**src/rtl/wcpf_pkg.sv**
```systemverilog
// Package: control word, datapath codes, microcode ROM and CRC helper for the framer.
`default_nettype none

package wcpf_pkg;

  localparam int unsigned PcW = 5;

  localparam logic [15:0] CRC_INIT    = 16'hFFFF;
  localparam logic [15:0] CRC_POLY    = 16'hA001;
  localparam logic [7:0]  TIMEOUT_MAX = 8'd255;
  localparam logic [7:0]  END_MARK    = 8'h5A;

  // Program labels
  localparam logic [PcW-1:0] L_START      = 5'd0;
  localparam logic [PcW-1:0] L_KICK_BODY  = 5'd5;
  localparam logic [PcW-1:0] L_TAIL       = 5'd10;
  localparam logic [PcW-1:0] L_SETUP_BODY = 5'd13;
  localparam logic [PcW-1:0] L_LAST       = 5'd20;

  typedef enum logic [2:0] {
    SRC_CONST,
    SRC_SEQ_LO,
    SRC_SEQ_HI,
    SRC_TMO,
    SRC_CRC_LO,
    SRC_CRC_HI
  } src_e;

  typedef enum logic [1:0] {
    JMP_NONE,
    JMP_SETUP,
    JMP_ALWAYS
  } jmp_e;

  typedef struct packed {
    src_e           src;
    logic [7:0]     cbyte;
    logic           crc_en;
    logic           last;
    jmp_e           jmp;
    logic [PcW-1:0] target;
  } ctrl_t;

  function automatic ctrl_t mk(src_e s, logic [7:0] b, logic c, logic l, jmp_e j,
                               logic [PcW-1:0] t);
    ctrl_t w;
    w.src = s; w.cbyte = b; w.crc_en = c; w.last = l; w.jmp = j; w.target = t;
    return w;
  endfunction

  // Header, sequence, branch to body, body, CRC, end mark.
  function automatic ctrl_t ucode_rom(logic [PcW-1:0] pc);
    ctrl_t w;
    unique case (pc)
      5'd0:  w = mk(SRC_CONST,  8'hA5, 1'b0, 1'b0, JMP_NONE,   L_START);
      5'd1:  w = mk(SRC_CONST,  8'h01, 1'b1, 1'b0, JMP_NONE,   L_START);
      5'd2:  w = mk(SRC_CONST,  8'h81, 1'b1, 1'b0, JMP_NONE,   L_START);
      5'd3:  w = mk(SRC_SEQ_LO, 8'h00, 1'b1, 1'b0, JMP_NONE,   L_START);
      5'd4:  w = mk(SRC_SEQ_HI, 8'h00, 1'b1, 1'b0, JMP_SETUP,  L_SETUP_BODY);
      5'd5:  w = mk(SRC_CONST,  8'h03, 1'b1, 1'b0, JMP_NONE,   L_START);
      5'd6:  w = mk(SRC_CONST,  8'h00, 1'b1, 1'b0, JMP_NONE,   L_START);
      5'd7:  w = mk(SRC_CONST,  8'h01, 1'b1, 1'b0, JMP_NONE,   L_START);
      5'd8:  w = mk(SRC_CONST,  8'h00, 1'b1, 1'b0, JMP_NONE,   L_START);
      5'd9:  w = mk(SRC_CONST,  8'h00, 1'b1, 1'b0, JMP_NONE,   L_START);
      5'd10: w = mk(SRC_CRC_LO, 8'h00, 1'b0, 1'b0, JMP_NONE,   L_START);
      5'd11: w = mk(SRC_CRC_HI, 8'h00, 1'b0, 1'b0, JMP_NONE,   L_START);
      5'd12: w = mk(SRC_CONST,  END_MARK, 1'b0, 1'b1, JMP_NONE, L_START);
      5'd13: w = mk(SRC_CONST,  8'h06, 1'b1, 1'b0, JMP_NONE,   L_START);
      5'd14: w = mk(SRC_CONST,  8'h00, 1'b1, 1'b0, JMP_NONE,   L_START);
      5'd15: w = mk(SRC_CONST,  8'h13, 1'b1, 1'b0, JMP_NONE,   L_START);
      5'd16: w = mk(SRC_CONST,  8'h00, 1'b1, 1'b0, JMP_NONE,   L_START);
      5'd17: w = mk(SRC_CONST,  8'h3C, 1'b1, 1'b0, JMP_NONE,   L_START);
      5'd18: w = mk(SRC_CONST,  8'h3C, 1'b1, 1'b0, JMP_NONE,   L_START);
      5'd19: w = mk(SRC_TMO,    8'h00, 1'b1, 1'b0, JMP_NONE,   L_START);
      5'd20: w = mk(SRC_CONST,  8'h00, 1'b1, 1'b0, JMP_ALWAYS, L_TAIL);
      default: w = mk(SRC_CONST, END_MARK, 1'b0, 1'b1, JMP_NONE, L_START);
    endcase
    return w;
  endfunction

  // One byte of reflected CRC-16, eight shift steps.
  function automatic logic [15:0] crc_byte(logic [15:0] crc, logic [7:0] b);
    logic [15:0] acc;
    acc = crc ^ {8'h00, b};
    for (int k = 0; k < 8; k++) begin
      acc = acc[0] ? ((acc >> 1) ^ CRC_POLY) : (acc >> 1);
    end
    return acc;
  endfunction

endpackage

`default_nettype wire

```
**src/rtl/wcpf_if.sv**
```systemverilog
// Interfaces: request channel and transmit byte channel.
`default_nettype none

interface wcpf_req_if;
  logic        valid;
  logic        ready;
  logic        req_type;
  logic [15:0] timeout_seconds;
  modport source (output valid, req_type, timeout_seconds, input ready);
  modport sink   (input valid, req_type, timeout_seconds, output ready);
endinterface

interface wcpf_byte_if;
  logic       valid;
  logic       ready;
  logic [7:0] tx_byte;
  logic       last_byte;
  modport source (output valid, tx_byte, last_byte, input ready);
  modport sink   (input valid, tx_byte, last_byte, output ready);
endinterface

`default_nettype wire

```
**src/rtl/watchdog_command_packet_framer.sv**
```systemverilog
// Top level: watchdog command packet framer with microcoded byte sequencer.
`default_nettype none

// Takes one watchdog request (kick or setup) and sends its framed packet one
// byte per transfer on the tx channel: 13 bytes for a kick, 16 for a setup.
// Each packet carries the header A5 01 81, the 16-bit sequence number low
// byte first (incremented after every packet, wrapping), the command body,
// a CRC-16/Modbus over byte 1 up to the byte before the CRC (low byte first)
// and the end mark 5A, flagged by last_byte. A setup timeout above 255 is
// saturated to 255. A short microcode program steps through the packet, one
// control word per byte, with a branch on the request type after the
// sequence bytes; the CRC is folded in a byte at a time as bytes are issued.
// Rate: one request per packet. With tx ready held high the packet goes out
// one byte per cycle; the next request is taken while the final byte still
// waits in the output register. Only one packet is in flight, since the
// program counter and CRC accumulator are shared.

module watchdog_command_packet_framer import wcpf_pkg::*; (
  input  wire logic       clk_i,
  input  wire logic       rst_ni,
  wcpf_req_if.sink        req_i,
  wcpf_byte_if.source     tx_o
);

  logic           busy_q, busy_d;
  logic           out_valid_q, out_valid_d;
  logic [7:0]     out_byte_q;
  logic           out_last_q;
  logic           start, adv, is_setup;
  logic [7:0]     dp_byte;
  logic [PcW-1:0] pc;
  ctrl_t          ctrl;

  // Take a request only between packets.
  assign req_i.ready = !busy_q;
  assign start       = req_i.valid && !busy_q;

  // Issue the next byte when the output register is free or being drained.
  assign adv = busy_q && (!out_valid_q || tx_o.ready);

  wcpf_useq u_useq (
    .clk_i      (clk_i),
    .rst_ni     (rst_ni),
    .start_i    (start),
    .adv_i      (adv),
    .is_setup_i (is_setup),
    .ctrl_o     (ctrl),
    .pc_o       (pc)
  );

  wcpf_dpath u_dpath (
    .clk_i      (clk_i),
    .rst_ni     (rst_ni),
    .start_i    (start),
    .req_type_i (req_i.req_type),
    .timeout_i  (req_i.timeout_seconds),
    .adv_i      (adv),
    .ctrl_i     (ctrl),
    .byte_o     (dp_byte),
    .is_setup_o (is_setup)
  );

  always_comb begin
    busy_d      = busy_q;
    out_valid_d = out_valid_q;
    if (tx_o.ready) begin
      out_valid_d = 1'b0;
    end
    if (adv) begin
      out_valid_d = 1'b1;
      // Drop out of the packet once the end mark is issued.
      if (ctrl.last) begin
        busy_d = 1'b0;
      end
    end
    if (start) begin
      busy_d = 1'b1;
    end
  end

  always_ff @(posedge clk_i or negedge rst_ni) begin
    if (!rst_ni) begin
      busy_q      <= 1'b0;
      out_valid_q <= 1'b0;
    end else begin
      busy_q      <= busy_d;
      out_valid_q <= out_valid_d;
    end
  end

  // Hold the payload until the transfer completes.
  always_ff @(posedge clk_i) begin
    if (adv) begin
      out_byte_q <= dp_byte;
      out_last_q <= ctrl.last;
    end
  end

  assign tx_o.valid     = out_valid_q;
  assign tx_o.tx_byte   = out_byte_q;
  assign tx_o.last_byte = out_last_q;

`ifndef ASSERT_OFF
  a_start_pc : assert property (@(posedge clk_i) disable iff (!rst_ni)
    req_i.valid && req_i.ready |=> busy_q && pc == L_START)
    else $error("packet did not start at first step");

  a_last_mark : assert property (@(posedge clk_i) disable iff (!rst_ni)
    tx_o.valid && tx_o.last_byte |-> tx_o.tx_byte == END_MARK)
    else $error("last byte not end mark");

  a_pc_range : assert property (@(posedge clk_i) disable iff (!rst_ni)
    busy_q |-> pc <= L_LAST)
    else $error("program counter out of range");
`endif

endmodule

`default_nettype wire

```
**src/rtl/wcpf_useq.sv**
```systemverilog
// Microcode sequencer: step counter, control ROM and branch logic.
`default_nettype none

module wcpf_useq import wcpf_pkg::*; (
  input  wire logic           clk_i,
  input  wire logic           rst_ni,
  input  wire logic           start_i,
  input  wire logic           adv_i,
  input  wire logic           is_setup_i,
  output ctrl_t               ctrl_o,
  output logic    [PcW-1:0]   pc_o
);

  logic [PcW-1:0] pc_q, pc_d;

  assign ctrl_o = ucode_rom(pc_q);
  assign pc_o   = pc_q;

  always_comb begin
    pc_d = pc_q;
    if (start_i) begin
      pc_d = L_START;
    end else if (adv_i) begin
      case (ctrl_o.jmp)
        JMP_SETUP:  pc_d = is_setup_i ? ctrl_o.target : pc_q + PcW'(1);
        JMP_ALWAYS: pc_d = ctrl_o.target;
        default:    pc_d = pc_q + PcW'(1);
      endcase
    end
  end

  always_ff @(posedge clk_i or negedge rst_ni) begin
    if (!rst_ni) begin
      pc_q <= L_START;
    end else begin
      pc_q <= pc_d;
    end
  end

endmodule

`default_nettype wire

```
**src/rtl/wcpf_dpath.sv**
```systemverilog
// Datapath: sequence counter, request latch, CRC accumulator and byte select.
`default_nettype none

module wcpf_dpath import wcpf_pkg::*; (
  input  wire logic        clk_i,
  input  wire logic        rst_ni,
  input  wire logic        start_i,
  input  wire logic        req_type_i,
  input  wire logic [15:0] timeout_i,
  input  wire logic        adv_i,
  input  wire ctrl_t       ctrl_i,
  output logic [7:0]       byte_o,
  output logic             is_setup_o
);

  logic [15:0] seq_q;
  logic [15:0] crc_q;
  logic [7:0]  tmo_q;
  logic        setup_q;

  assign is_setup_o = setup_q;

  always_comb begin
    case (ctrl_i.src)
      SRC_SEQ_LO: byte_o = seq_q[7:0];
      SRC_SEQ_HI: byte_o = seq_q[15:8];
      SRC_TMO:    byte_o = tmo_q;
      SRC_CRC_LO: byte_o = crc_q[7:0];
      SRC_CRC_HI: byte_o = crc_q[15:8];
      default:    byte_o = ctrl_i.cbyte;
    endcase
  end

  // Sequence number advances once per packet, after its high byte goes out.
  always_ff @(posedge clk_i or negedge rst_ni) begin
    if (!rst_ni) begin
      seq_q <= '0;
    end else if (adv_i && ctrl_i.src == SRC_SEQ_HI) begin
      seq_q <= seq_q + 16'd1;
    end
  end

  always_ff @(posedge clk_i) begin
    if (start_i) begin
      setup_q <= req_type_i;
      tmo_q   <= (|timeout_i[15:8]) ? TIMEOUT_MAX : timeout_i[7:0];
      crc_q   <= CRC_INIT;
    end else if (adv_i && ctrl_i.crc_en) begin
      crc_q   <= crc_byte(crc_q, byte_o);
    end
  end

endmodule

`default_nettype wire
```
**src/flat_wrapper.sv**
```systemverilog
// flat-port wrapper written by rule: the top's interface ports become plain ports
module watchdog_command_packet_framer_flat import wcpf_pkg::*;
  (clk_i, rst_ni, req_i_valid, req_i_req_type, req_i_timeout_seconds, req_i_ready, tx_o_valid, tx_o_tx_byte, tx_o_last_byte, tx_o_ready);
  wcpf_req_if req_i_i ();
  wcpf_byte_if tx_o_i ();
  input  wire logic clk_i;
  input  wire logic rst_ni;
  input wire logic [$bits(req_i_i.valid)-1:0] req_i_valid;
  input wire logic [$bits(req_i_i.req_type)-1:0] req_i_req_type;
  input wire logic [$bits(req_i_i.timeout_seconds)-1:0] req_i_timeout_seconds;
  output wire logic [$bits(req_i_i.ready)-1:0] req_i_ready;
  output wire logic [$bits(tx_o_i.valid)-1:0] tx_o_valid;
  output wire logic [$bits(tx_o_i.tx_byte)-1:0] tx_o_tx_byte;
  output wire logic [$bits(tx_o_i.last_byte)-1:0] tx_o_last_byte;
  input wire logic [$bits(tx_o_i.ready)-1:0] tx_o_ready;
  assign req_i_i.valid = req_i_valid;
  assign req_i_i.req_type = req_i_req_type;
  assign req_i_i.timeout_seconds = req_i_timeout_seconds;
  assign req_i_ready = req_i_i.ready;
  assign tx_o_valid = tx_o_i.valid;
  assign tx_o_tx_byte = tx_o_i.tx_byte;
  assign tx_o_last_byte = tx_o_i.last_byte;
  assign tx_o_i.ready = tx_o_ready;
  watchdog_command_packet_framer u_core (.clk_i(clk_i), .rst_ni(rst_ni), .req_i(req_i_i), .tx_o(tx_o_i));
endmodule
```
**config.mk**
```make
export PLATFORM = sky130hd
export DESIGN_NAME = watchdog_command_packet_framer_flat
export DESIGN_NICKNAME = d
export VERILOG_FILES = /design/src/rtl/wcpf_pkg.sv /design/src/rtl/wcpf_if.sv /design/src/rtl/watchdog_command_packet_framer.sv /design/src/rtl/wcpf_useq.sv /design/src/rtl/wcpf_dpath.sv /design/src/flat_wrapper.sv
export SDC_FILE = /design/constraint.sdc
export NUM_CORES = 1
export LEC_CHECK = 0
export CAP_MARGIN = 5
export CORE_MARGIN = 2
export CORE_UTILIZATION = 59
export DETAILED_ROUTE_END_ITERATION = 10
export DONT_BUFFER_PORTS = 1
export GPL_TIMING_DRIVEN = 1
export HOLD_SLACK_MARGIN = 0.1
export PLACE_DENSITY = 0.77
export SYNTH_ARGS = -nofsm -noshare
export SYNTH_HDL_FRONTEND = slang
export SYNTH_SLANG_ARGS = --single-unit
```
**constraint.sdc**
```tcl
create_clock -name clk_i -period 10.1 [get_ports clk_i]
set_clock_uncertainty 0.15 [all_clocks]
set_input_delay 0.505 -clock clk_i [delete_from_list [all_inputs] [get_ports clk_i]]
set_output_delay 0.505 -clock clk_i [all_outputs]
set_load 0.03 [all_outputs]
```
==> impl_summary.txt, run 1 <==
----------------------------------------------------
[Min path]
  Hold Path Sink ... u_core.busy_q$_DFFE_PN0P_
  Start point of the worst min-delay path ... req_i_valid
  Hold Crit Depth ... 2
  Min-Delay Path Class ... in2reg

[Clocking]
  Num CTS Buffers ... 9
  Root buffer cell ... sky130_fd_sc_hd__clkbuf_8
  Insertion delay of the later-clocked pin in the worst-skew pair ... 0.35 ns
  Post-cts sizing count ... 0
  H-tree Lvls ... 3
  TritonCTS clock tree ... yes
  Clock slew seen by the registers of the worst setup and hold paths ... about 0.070 ns
  Maximum clock path buffer count ... 2
  # clock sinks ... 57

[GRT]
  Wire length of the first global-routing pass ... 11,700 microns
  Via count of the first global-routing pass ... 2,269
  Global route total overflow ... 0
  Initial antenna violation count ... 0
  Largest net degree at the start of global routing ... 27
  Total routing usage reported by global routing ... 0.255

[Final layout]
  Fraction of final layout cells sized beyond drive strength 1 ... 0.0957
  Nets ... about 350
  Number of antenna repair diodes ... 0
  Area growth from synthesis to layout ... 7.02%

[Route]
  Initial detailed-routing violation count ... around 320
  Post-DR vias/cell ... approximately 6.1
  Vias ... 2,416
  Per-cell routed wire length ... 17.6 microns
  Number of nets with antenna violations after detailed routing ... 0
  Total wire length ... roughly 7000 microns
  Remaining routing DRC violations ... 0
  Length of the first detailed-routing pass in iterations ... 4

[Yosys]
  Leading cell types by total area after synthesis ... sky130_fd_sc_hd__dfrtp_1 (18%), sky130_fd_sc_hd__edfxtp_1 (17%), sky130_fd_sc_hd__dfxtp_1 (9.8%)
  EDFF count, synth ... 18
  Syn_area_per_cell ... ~10 sq um
  Synth cell types ... 63
  Top cells by count, synth ... sky130_fd_sc_hd__nand2_1 (35), sky130_fd_sc_hd__dfrtp_1 (23), sky130_fd_sc_hd__xnor2_1 (21), sky130_fd_sc_hd__edfxtp_1 (18)
  Cell taking the most area after synthesis ... sky130_fd_sc_hd__dfrtp_1
  Number of warnings issued by yosys ... 0
  Sequential area share after synthesis ... 0.441
  Most common cell in the synthesized netlist ... sky130_fd_sc_hd__nand2_1
  Fraction of synthesized cell area taken by the top area cell type ... 0.177
  Net count of the mapped netlist ... 350
  Share of synthesized flip-flops with an asynchronous set or reset ... 0.404
  Synth Flop Type ... sky130_fd_sc_hd__dfrtp_1
  Number of instances in the synthesized netlist ... 320
  Number of register bits inferred by synthesis ... 57
  Mapped Area ... 0.00326 sq mm

[Run status]
  Outcome ... finished, final reports clean

[Critical path]
  Number of cells on the critical path ... 11
  Critical Path End Type ... register
  Reg-to-reg critical path endpoint ... u_core.u_dpath.crc_q[15]$_SDFFE_PP1P_
  Cell-by-cell listing of the critical path ... inv_1 -> ha_1 -> nor2b_1 -> and3_1 -> a221oi_1 -> a32oi_1 -> xnor2_1 -> xnor3_1 -> xnor3_2 -> mux2i_1 -> or2_1
  Start-to-end type of the worst setup path ... reg2reg
  Number of buffer and inverter stages on the critical path ... 1
  Data required time at the worst endpoint ... between 10 and 15 ns
  Reg2Reg Launch Point ... u_core.u_useq.pc_o[2]$_DFFE_PN0P_
  Worst Path Max Fanout ... 21
  Peak per-stage delay on the critical path ... 0.69 ns
  Reg-to-reg slack, setup ... slightly below 6 ns
  Arr. time, crit path ... between 4 and 5 ns
  Top delay family on crit path ... XOR/XNOR gates
  Critical-path cell with the highest stage delay ... sky130_fd_sc_hd__dfrtp_1
  Critical path startpoint category ... register
  Depth of the worst register-to-register path ... 11

[STA]
  Worst Tran Pin Value ... approximately 1.0 ns
  Final slew viol count ... 0
  Max Freq ... approximately 0.23 GHz
  Final Setup Violations ... 0
  Final worst-path cycle share ... 0.428
  Final setup TNS ... 0 ns
  Hold violation count in the final report ... 0
  Crit path time final ... 4.33 ns
  Worst slew margin relative to its limit ... 0.300
  Unrepaired setup endpoints after global routing ... no

[Floorplanning]
  Die X ... 78.3 microns
  Core area ... about 0.0054 sq mm
  Die area ... 0.00614 sq mm
  Number of I/O pins ... 32
  Placement Rows ... 27
  Initial core utilization ... 0.603
  Die height ... around 78 microns

[Place]
  Dpl hpwl ... 4870 microns
  Port Buffer Count ... 0
  Final weighted congestion of routability-driven global placement ... 0.863

[Job]
  Count of maximum capacitance violations ... 0

----------------------------------------------------
-- cells in the final DEF, fill, tap and decap left out, types with 2 or more instances in the layout --
cell type / count
sky130_fd_sc_hd__xnor2_1: 21
sky130_fd_sc_hd__mux2i_1: 14
sky130_fd_sc_hd__a221oi_1: 6
sky130_fd_sc_hd__nand2_1: 35
sky130_fd_sc_hd__o311a_1: 2
sky130_fd_sc_hd__xor2_1: 10
sky130_fd_sc_hd__a31oi_1: 3
sky130_fd_sc_hd__edfxtp_1: 18
sky130_fd_sc_hd__nand4_1: 3
sky130_fd_sc_hd__nand3_1: 10
sky130_fd_sc_hd__o21ai_0: 11
sky130_fd_sc_hd__and4_1: 4
sky130_fd_sc_hd__and3_1: 8
sky130_fd_sc_hd__ha_1: 9
sky130_fd_sc_hd__nor2b_1: 5
sky130_fd_sc_hd__dfrtp_1: 23
sky130_fd_sc_hd__a21oi_1: 15
sky130_fd_sc_hd__clkinvlp_4: 2
sky130_fd_sc_hd__dlygate4sd3_1: 2
sky130_fd_sc_hd__clkbuf_8: 9
sky130_fd_sc_hd__and2_0: 2
sky130_fd_sc_hd__inv_1: 8
sky130_fd_sc_hd__nand2b_1: 2
sky130_fd_sc_hd__dfxtp_1: 16
sky130_fd_sc_hd__nand3b_1: 5
sky130_fd_sc_hd__a22oi_1: 2
sky130_fd_sc_hd__clkinv_2: 2
sky130_fd_sc_hd__and2_1: 2
sky130_fd_sc_hd__a211oi_1: 5
sky130_fd_sc_hd__clkinv_1: 2
sky130_fd_sc_hd__and3b_1: 2
sky130_fd_sc_hd__nor2_1: 16
sky130_fd_sc_hd__a32oi_1: 2
sky130_fd_sc_hd__or2_2: 8
sky130_fd_sc_hd__o211ai_1: 7
sky130_fd_sc_hd__nor4_1: 2
sky130_fd_sc_hd__nor3_1: 2
-- metal layers --
layer  track usage  vias up  part of all wire  routed length [microns]
met5             0        -                 0                        0
met4         0.114        0             0.020                      137
met3        0.0713       16             0.067                      470
met2         0.385       80              0.46                     3210
met1         0.344     1160              0.45                     3150
li1              -     1160                 -                        -
-- worst reg2reg max path, delay by kind of cell, from the launching register on --
family	cells	cell delay [ns]
AOI/OAI and AO/OA	2	0.56
xor gates and xnor gates	3	1.32
adders and majority gates	1	0.47
buffers and inverters	1	0.20
DFF	1	0.69
muxes	1	0.06
and+or+nand+nor	3	0.78
-- kinds of logic after synthesis --
family          Yosys count  share of synthesized area
flops                    57                      0.441
mux                      15                     0.0464
xor+xnor                 34                      0.105
buf+inv                  24                     0.0334
fa+ha+maj                 9                     0.0345
simple gates            114                      0.190
compound gates           67                      0.150
-- layout make-up --
class                   count  area, sq um
repair buffers              3         27.5
fillers                   452         1920
clock buffers              10          128
multi-input cells         239         1720
well taps                  72         90.1
flip-flops and latches     57         1440
inverters                   9         33.8
clock inverters             6         58.8
-- flip-flops by register name, indices dropped and copies added, names as in the netlist --
name,count
u_core.u_dpath.crc_q,16
u_core.u_dpath.seq_q,16
u_core.tx_o.tx_byte,8
u_core.u_dpath.tmo_q,8
u_core.u_useq.pc_o,5
u_core.busy_q,1
u_core.tx_o.last_byte,1
u_core.tx_o.valid,1
u_core.u_dpath.is_setup_o,1
-- per-stage QoR --
| step | setup WS, ns | hold WS [ns] | instance area [sq um] | instances | utilization |
|---|---|---|---|---|---|
| after floorplan | 6.56 | 0.0594 | 3260 | 320 | - |
| after global placement | 5.97 | 0.0601 | 3280 | 378 | 0.607 |
| after detailed placement | 5.86 | 0.0602 | 3280 | 378 | 0.607 |
| after CTS | 5.83 | 0.173 | 3490 | 396 | 0.646 |
| after global routing | 5.53 | 0.170 | 3490 | 396 | 0.646 |
| final | 5.77 | 0.181 | 3490 | 396 | 0.646 |
-- how the worst max path moves through the flow --
stage | from | endpoint
floorplan | u_core.u_useq.pc_o[1]$_DFFE_PN0P_ | u_core.u_dpath.crc_q[15]$_SDFFE_PP1P_
global placement | u_core.u_useq.pc_o[2]$_DFFE_PN0P_ | u_core.u_dpath.crc_q[15]$_SDFFE_PP1P_
detailed placement | u_core.u_useq.pc_o[2]$_DFFE_PN0P_ | u_core.u_dpath.crc_q[15]$_SDFFE_PP1P_
CTS | u_core.u_useq.pc_o[2]$_DFFE_PN0P_ | u_core.u_dpath.crc_q[15]$_SDFFE_PP1P_
global route | u_core.u_useq.pc_o[2]$_DFFE_PN0P_ | u_core.u_dpath.crc_q[15]$_SDFFE_PP1P_
finish | u_core.u_useq.pc_o[2]$_DFFE_PN0P_ | u_core.u_dpath.crc_q[15]$_SDFFE_PP1P_
-- timing repair --
item                      CTS  global route
hold endpoints to repair   24             0
hold buffers                2             0
setup buffers               0             0
Power of run 1 is left out: the tool's default activity adds up to more than one toggle a clock period on the data nets, which glitch-free logic cannot reach.
==> run 2, diff against run 1 <==
clock period = 4 ns   (was 10.1 ns; I/O delays follow)
==> run 2 against run 1 <==
Largest cell class unchanged. Critical path depth up 1. Flip-flop and latch count did not move. Clock-buffer cell count unchanged.
==> impl_summary.txt, run 2 (synthesis results as in run 1) <==
----------------------------------------------------
[Run status]
  Outcome ... finished, final reports clean

[Clocking]
  Root buffer cell ... sky130_fd_sc_hd__clkbuf_8
  Insertion delay of the later-clocked pin in the worst-skew pair ... approximately 0.35 ns
  # clock sinks ... 57
  Post-CTS Setup Inserts ... 0
  Maximum clock path buffer count ... 2
  TritonCTS clock tree ... yes
  Num CTS Buffers ... 9
  Clock slew seen by the registers of the worst setup and hold paths ... 0.07 ns
  H-tree Lvls ... 3

[Place]
  Port Buffer Count ... 0
  Final weighted congestion of routability-driven global placement ... ~0.9
  # placed instances ... 388
  Dpl hpwl ... around 5100 microns

[GRT]
  Wire length of the first global-routing pass ... 12,200 microns
  Met3 Track Usage GR ... 0.0609
  Largest net degree at the start of global routing ... 27
  Via count of the first global-routing pass ... about 2,400
  Global routing met1 resource utilization ... 0.338
  Most utilized layer in the global route result ... met2
  Total routing usage reported by global routing ... 0.266
  Initial antenna violation count ... 0
  Global-route track usage on met2 ... 0.436
  Global route total overflow ... 0

[STA]
  Max Freq ... 0.259 GHz
  Crit path time final ... about 3.9 ns
  Worst slew margin relative to its limit ... 0.296
  Final slew viol count ... 0
  Worst Tran Pin Value ... roughly 1.1 ns
  Hold violation count in the final report ... 0
  Final worst-path cycle share ... 0.966
  Unrepaired setup endpoints after global routing ... no
  Final setup TNS ... 0 ns
  Final Setup Violations ... 0

[Floorplanning]
  Initial core utilization ... 0.603
  Die area ... between 0.006 and 0.007 sq mm
  Die height ... 78.3 microns
  Number of I/O pins ... 32
  Die X ... a little under 80 microns
  Core area ... 0.00541 sq mm
  Placement Rows ... 27

[Route]
  Post-DR vias/cell ... around 5.9
  Initial detailed-routing violation count ... 245
  Number of nets with antenna violations after detailed routing ... 0
  Total wire length ... approximately 7400 microns
  Vias ... about 2,500
  Length of the first detailed-routing pass in iterations ... 4
  Remaining routing DRC violations ... 0
  Per-cell routed wire length ... 17.5 microns

[Min path]
  Hold Path Sink ... u_core.u_dpath.crc_q[2]$_SDFFE_PP1P_
  Start point of the worst min-delay path ... req_i_valid
  Hold Crit Depth ... 2
  Min-Delay Path Class ... in2reg

[Final layout]
  Utilization of the core after routing ... 0.695
  Area growth from synthesis to layout ... 15.2%
  Nets ... about 380
  Fill cells ... 413
  Highest-count cells in the layout ignoring fill and taps ... sky130_fd_sc_hd__nand2_1 (35), sky130_fd_sc_hd__xnor2_1 (21), sky130_fd_sc_hd__dfrtp_1 (21)
  Top Registers ... u_core.u_dpath.crc_q: 16 flops, u_core.u_dpath.seq_q: 16 flops
  Fraction of final layout cells sized beyond drive strength 1 ... 0.125
  Non-filler instance count after layout ... ~420
  Number of antenna repair diodes ... 0
  Leading cell type in the layout, fill and taps excluded ... sky130_fd_sc_hd__nand2_1

[Critical path]
  Reg-to-reg critical path endpoint ... u_core.u_dpath.crc_q[0]$_SDFFE_PP1P_
  Depth of the worst register-to-register path ... 12
  Critical path startpoint category ... register
  Reg2Reg Launch Point ... u_core.u_useq.pc_o[1]$_DFFE_PN0P_
  Reg-to-reg slack, setup ... 0.14 ns
  Critical Path End Type ... register
  Arr. time, crit path ... around 4.0 ns
  Worst Path Max Fanout ... 9
  Start-to-end type of the worst setup path ... reg2reg
  Data required time at the worst endpoint ... about 4 ns

[Job]
  Count of maximum capacitance violations ... 0

----------------------------------------------------
-- run 2: critical path: stages, from the launching register on --
cell	delay [ns]
sky130_fd_sc_hd__dfrtp_2	0.45
sky130_fd_sc_hd__ha_1	0.25
sky130_fd_sc_hd__ha_1	0.30
sky130_fd_sc_hd__buf_4	0.23
sky130_fd_sc_hd__mux2i_1	0.20
sky130_fd_sc_hd__o22ai_1	0.12
sky130_fd_sc_hd__or4_4	0.44
sky130_fd_sc_hd__a221oi_4	0.30
sky130_fd_sc_hd__xor3_2	0.32
sky130_fd_sc_hd__xnor3_1	0.26
sky130_fd_sc_hd__xnor3_2	0.46
sky130_fd_sc_hd__xor2_1	0.18
sky130_fd_sc_hd__o21ai_1	0.07
-- run 2: how the worst max path moves through the flow --
stage | startpoint | endpoint | slack, ns | depth (start not counted)
after global routing | u_core.u_useq.pc_o[1]$_DFFE_PN0P_ | u_core.u_dpath.crc_q[0]$_SDFFE_PP1P_ | 0.01 | 12
after floorplan | u_core.u_useq.pc_o[1]$_DFFE_PN0P_ | u_core.u_dpath.crc_q[15]$_SDFFE_PP1P_ | 0.46 | 12
after detailed placement | u_core.u_useq.pc_o[1]$_DFFE_PN0P_ | u_core.u_dpath.crc_q[0]$_SDFFE_PP1P_ | 0.09 | 12
final | u_core.u_useq.pc_o[1]$_DFFE_PN0P_ | u_core.u_dpath.crc_q[0]$_SDFFE_PP1P_ | 0.14 | 12
after CTS | u_core.u_useq.pc_o[1]$_DFFE_PN0P_ | u_core.u_dpath.crc_q[0]$_SDFFE_PP1P_ | 0.07 | 12
after global placement | u_core.u_useq.pc_o[1]$_DFFE_PN0P_ | u_core.u_dpath.crc_q[0]$_SDFFE_PP1P_ | 0.28 | 12
-- run 2: timing repair --
action	4_1_cts	5_1_grt
hold endpoints to repair	34	0
endpoints found under the setup margin	0	2
hold buffers	20	0
resized for setup	0	2
-- run 2: cell type report --
class	count	area (sq um)	area share
Multi-Input combinational cell	239	1720	0.457
Sequential cell	57	1440	0.383
Timing Repair Buffer	31	283	0.0753
Clock buffer	10	128	0.0340
Tap cell	72	90.1	0.0240
Clock inverter	6	67.6	0.0180
Inverter	9	33.8	0.00899
-- run 2: per-layer routing --
metal | vias to the layer above | share of wire
met5 | - | 0
met4 | 0 | 0.016
met3 | 11 | 0.055
met2 | 81 | 0.49
met1 | 1186 | 0.44
li1 | 1221 | -
-- run 2: stage by stage --
stage / worst slack (ns) / hold slack, ns / instance area [sq um]
2_1_floorplan: 0.456 / -0.246 / 3260
3_3_place_gp: 0.277 / -0.245 / 3360
3_5_place_dp: 0.0868 / -0.245 / 3360
4_1_cts: 0.0683 / 0.195 / 3750
5_1_grt: 0.0123 / 0.248 / 3760
6_report: 0.137 / 0.204 / 3760
Power of run 2 is left out for the same reason.
==> run 3, diff against run 2 <==
CELL_PAD_IN_SITES_DETAIL_PLACEMENT = 0   (was not set)
CELL_PAD_IN_SITES_GLOBAL_PLACEMENT = 1   (was not set)
CORE_ASPECT_RATIO = 1.5   (was not set)
CORE_UTILIZATION = 50   (was 59)
PLACE_DENSITY = 0.81   (was 0.77)
==> run 3 against run 2 <==
Clock-buffer cell count grew 1. Critical path depth shrank 1. Worst setup slack improved by 0.066 ns. Hold slack lost 0.073 ns. Sequential share of layout area fell by 0.34 points. Die area grew 17%. Global-route usage decreased by 2.9 points. First-iteration DRC count shrank 51%. Register-to-register slack better by 0.07 ns. Flip-flop and latch count is the same. Maximum frequency increased by 1.7%. Utilization is 10 points lower. Critical endpoint unchanged. Largest cell class unchanged. Highest routed layer unchanged.
==> impl_summary.txt, run 3 (synthesis results as in run 1) <==
----------------------------------------------------
[Run status]
  Outcome ... finished, final reports clean

[Clocking]
  TritonCTS clock tree ... yes
  Root buffer cell ... sky130_fd_sc_hd__clkbuf_8
  Clock slew seen by the registers of the worst setup and hold paths ... 0.07 ns
  Post-CTS Setup Inserts ... 0
  Insertion delay of the later-clocked pin in the worst-skew pair ... around 0.35 ns
  Maximum clock path buffer count ... 2
  # clock sinks ... 57
  H-tree Lvls ... 3
  Num CTS Buffers ... 9

[Route]
  Length of the first detailed-routing pass in iterations ... 4
  Initial detailed-routing violation count ... between 100 and 150
  Per-cell routed wire length ... around 18 microns
  Number of nets with antenna violations after detailed routing ... 0
  Remaining routing DRC violations ... 0
  Vias ... roughly 2,500
  Total wire length ... roughly 8000 microns
  Post-DR vias/cell ... between 5 and 6

[Floorplanning]
  Die height ... 103 microns
  Placement Rows ... 36
  Die area ... 0.00720 sq mm
  Number of I/O pins ... 32
  Die X ... between 60 and 70 microns
  Initial core utilization ... 0.510
  Core area ... 0.00640 sq mm

[Place]
  Dpl hpwl ... 5510 microns
  Port Buffer Count ... 0
  Final weighted congestion of routability-driven global placement ... 0.915
  # placed instances ... approximately 390

[Critical path]
  Worst Path Max Fanout ... 9
  Reg2Reg Launch Point ... u_core.u_useq.pc_o[1]$_DFFE_PN0P_
  Critical path startpoint category ... register
  Reg-to-reg critical path endpoint ... u_core.u_dpath.crc_q[0]$_SDFFE_PP1P_
  Reg-to-reg slack, setup ... ~0.20 ns
  Arr. time, crit path ... between 3 and 4 ns
  Critical Path End Type ... register
  Termination of the worst setup path ... u_core.u_dpath.crc_q[0]$_SDFFE_PP1P_
  Depth of the worst register-to-register path ... 11
  Launch point of the worst path ... u_core.u_useq.pc_o[1]$_DFFE_PN0P_
  Start-to-end type of the worst setup path ... reg2reg
  Data required time at the worst endpoint ... between 4 and 5 ns

[STA]
  Final worst-path cycle share ... 0.949
  Final slew viol count ... 0
  Worst Tran Pin Value ... approximately 0.73 ns
  Final Setup Violations ... 0
  Hold violation count in the final report ... 0
  Crit path time final ... approximately 3.8 ns
  Hold Worst Slack ... around 0.13 ns
  Unrepaired setup endpoints after global routing ... no
  Worst slew margin relative to its limit ... 0.511
  Max Freq ... roughly 0.26 GHz
  Final setup TNS ... 0 ns

[Final layout]
  Area growth from synthesis to layout ... 16.0%
  Top Registers ... u_core.u_dpath.crc_q: 16 flops, u_core.u_dpath.seq_q: 16 flops
  Utilization of the core after routing ... 0.592
  Fraction of final layout cells sized beyond drive strength 1 ... 0.122
  Number of antenna repair diodes ... 0
  Multi-input combinational cell area ... about 0.0017 sq mm
  Leading cell type in the layout, fill and taps excluded ... sky130_fd_sc_hd__nand2_1
  Fill cells ... between 500 and 600
  Nets ... approximately 380
  Total area of sequential cells ... around 0.0014 sq mm
  Highest-count cells in the layout ignoring fill and taps ... sky130_fd_sc_hd__nand2_1 (35), sky130_fd_sc_hd__dfrtp_1 (23), sky130_fd_sc_hd__xnor2_1 (21)
  Non-filler instance count after layout ... around 430

[Pwr]
  Total Power Consumption ... ~4000 uW
  Max VDD drop ... roughly 0.0017 V
  Power per unit of standard cell area ... about 1100 mW/mm^2
  Standby leakage power ... roughly 0.0016 uW

[GRT]
  Total routing usage reported by global routing ... 0.238
  Largest net degree at the start of global routing ... 27
  Wire length of the first global-routing pass ... 12,700 microns
  Initial antenna violation count ... 0
  Via count of the first global-routing pass ... around 2,500
  Global route total overflow ... 0

[Min path]
  Min-Delay Path Class ... in2async

[Job]
  Count of maximum capacitance violations ... 0

----------------------------------------------------
## run 3: cell count changes in the layout (fill, tap and decap cells not counted)
cell	before	now
sky130_fd_sc_hd__clkinv_2	1	3
sky130_fd_sc_hd__clkinvlp_4	2	0
sky130_fd_sc_hd__dfrtp_1	21	23
sky130_fd_sc_hd__dfrtp_2	2	0
sky130_fd_sc_hd__buf_12	0	1
sky130_fd_sc_hd__buf_4	11	12
sky130_fd_sc_hd__clkbuf_8	9	10
sky130_fd_sc_hd__clkinv_4	1	0
sky130_fd_sc_hd__inv_6	1	0
sky130_fd_sc_hd__nor3b_2	1	0
sky130_fd_sc_hd__nor3b_4	0	1
## run 3: critical path, stage by stage, from the launching register on
cell and delay (ns):
sky130_fd_sc_hd__dfrtp_1 0.47, sky130_fd_sc_hd__ha_1 0.28, sky130_fd_sc_hd__ha_1 0.26, sky130_fd_sc_hd__nor2b_1 0.18
sky130_fd_sc_hd__and4_1 0.25, sky130_fd_sc_hd__or4_4 0.54, sky130_fd_sc_hd__a221oi_4 0.31, sky130_fd_sc_hd__xor3_2 0.32
sky130_fd_sc_hd__xnor3_1 0.26, sky130_fd_sc_hd__xnor3_2 0.44, sky130_fd_sc_hd__xor2_1 0.15, sky130_fd_sc_hd__o21ai_1 0.07
## run 3: worst min path at each step
stage / endpoint / slack [ns] / from / cells after the start
CTS: u_core.u_dpath.seq_q[3]$_DFFE_PN0P_ / 0.14 / rst_ni / 2
detailed placement: u_core.u_useq.pc_o[2]$_DFFE_PN0P_ / -0.24 / rst_ni / 0
global placement: u_core.u_useq.pc_o[2]$_DFFE_PN0P_ / -0.24 / rst_ni / 0
floorplan: u_core.busy_q$_DFFE_PN0P_ / -0.25 / rst_ni / 0
finish: u_core.u_dpath.seq_q[14]$_DFFE_PN0P_ / 0.13 / rst_ni / 2
global route: u_core.u_dpath.seq_q[3]$_DFFE_PN0P_ / 0.13 / rst_ni / 2
## run 3: cell type report
type | instances | share of cell area
Timing Repair Buffer | 33 | 0.0820
Inverter | 9 | 0.00893
Clock inverter | 4 | 0.0119
Clock buffer | 11 | 0.0374
Tap cell | 76 | 0.0251
Sequential cell | 57 | 0.380
Multi-Input combinational cell | 239 | 0.455
## run 3: timing repair
| action | 4_1_cts | 5_1_grt |
|---|---|---|
| hold endpoints to repair | 47 | 0 |
| hold buffers | 21 | 0 |
| setup endpoints to repair | 0 | 2 |
| gates resized for setup | 0 | 1 |
## run 3: through the flow
step           cell area, sq um  worst slack [ns]
6_report                   3780             0.203
2_1_floorplan              3260             0.456
4_1_cts                    3780             0.214
3_3_place_gp               3370             0.279
3_5_place_dp               3370             0.226
5_1_grt                    3780           0.00263
## run 3: report_power, final
part	switching, uW	internal (uW)
combinational	1200	1250
clock	221	297
sequential	297	845
## run 3: layer usage
layer / vias to the layer above / global-route usage / routed length [microns]
li1: 1219 / - / -
met1: 1217 / 0.254 / 3140
met2: 73 / 0.422 / 4120
met3: 17 / 0.0714 / 378
met4: 0 / 0.130 / 250
met5: - / 0 / 0
(Power assumes the default switching activity.)
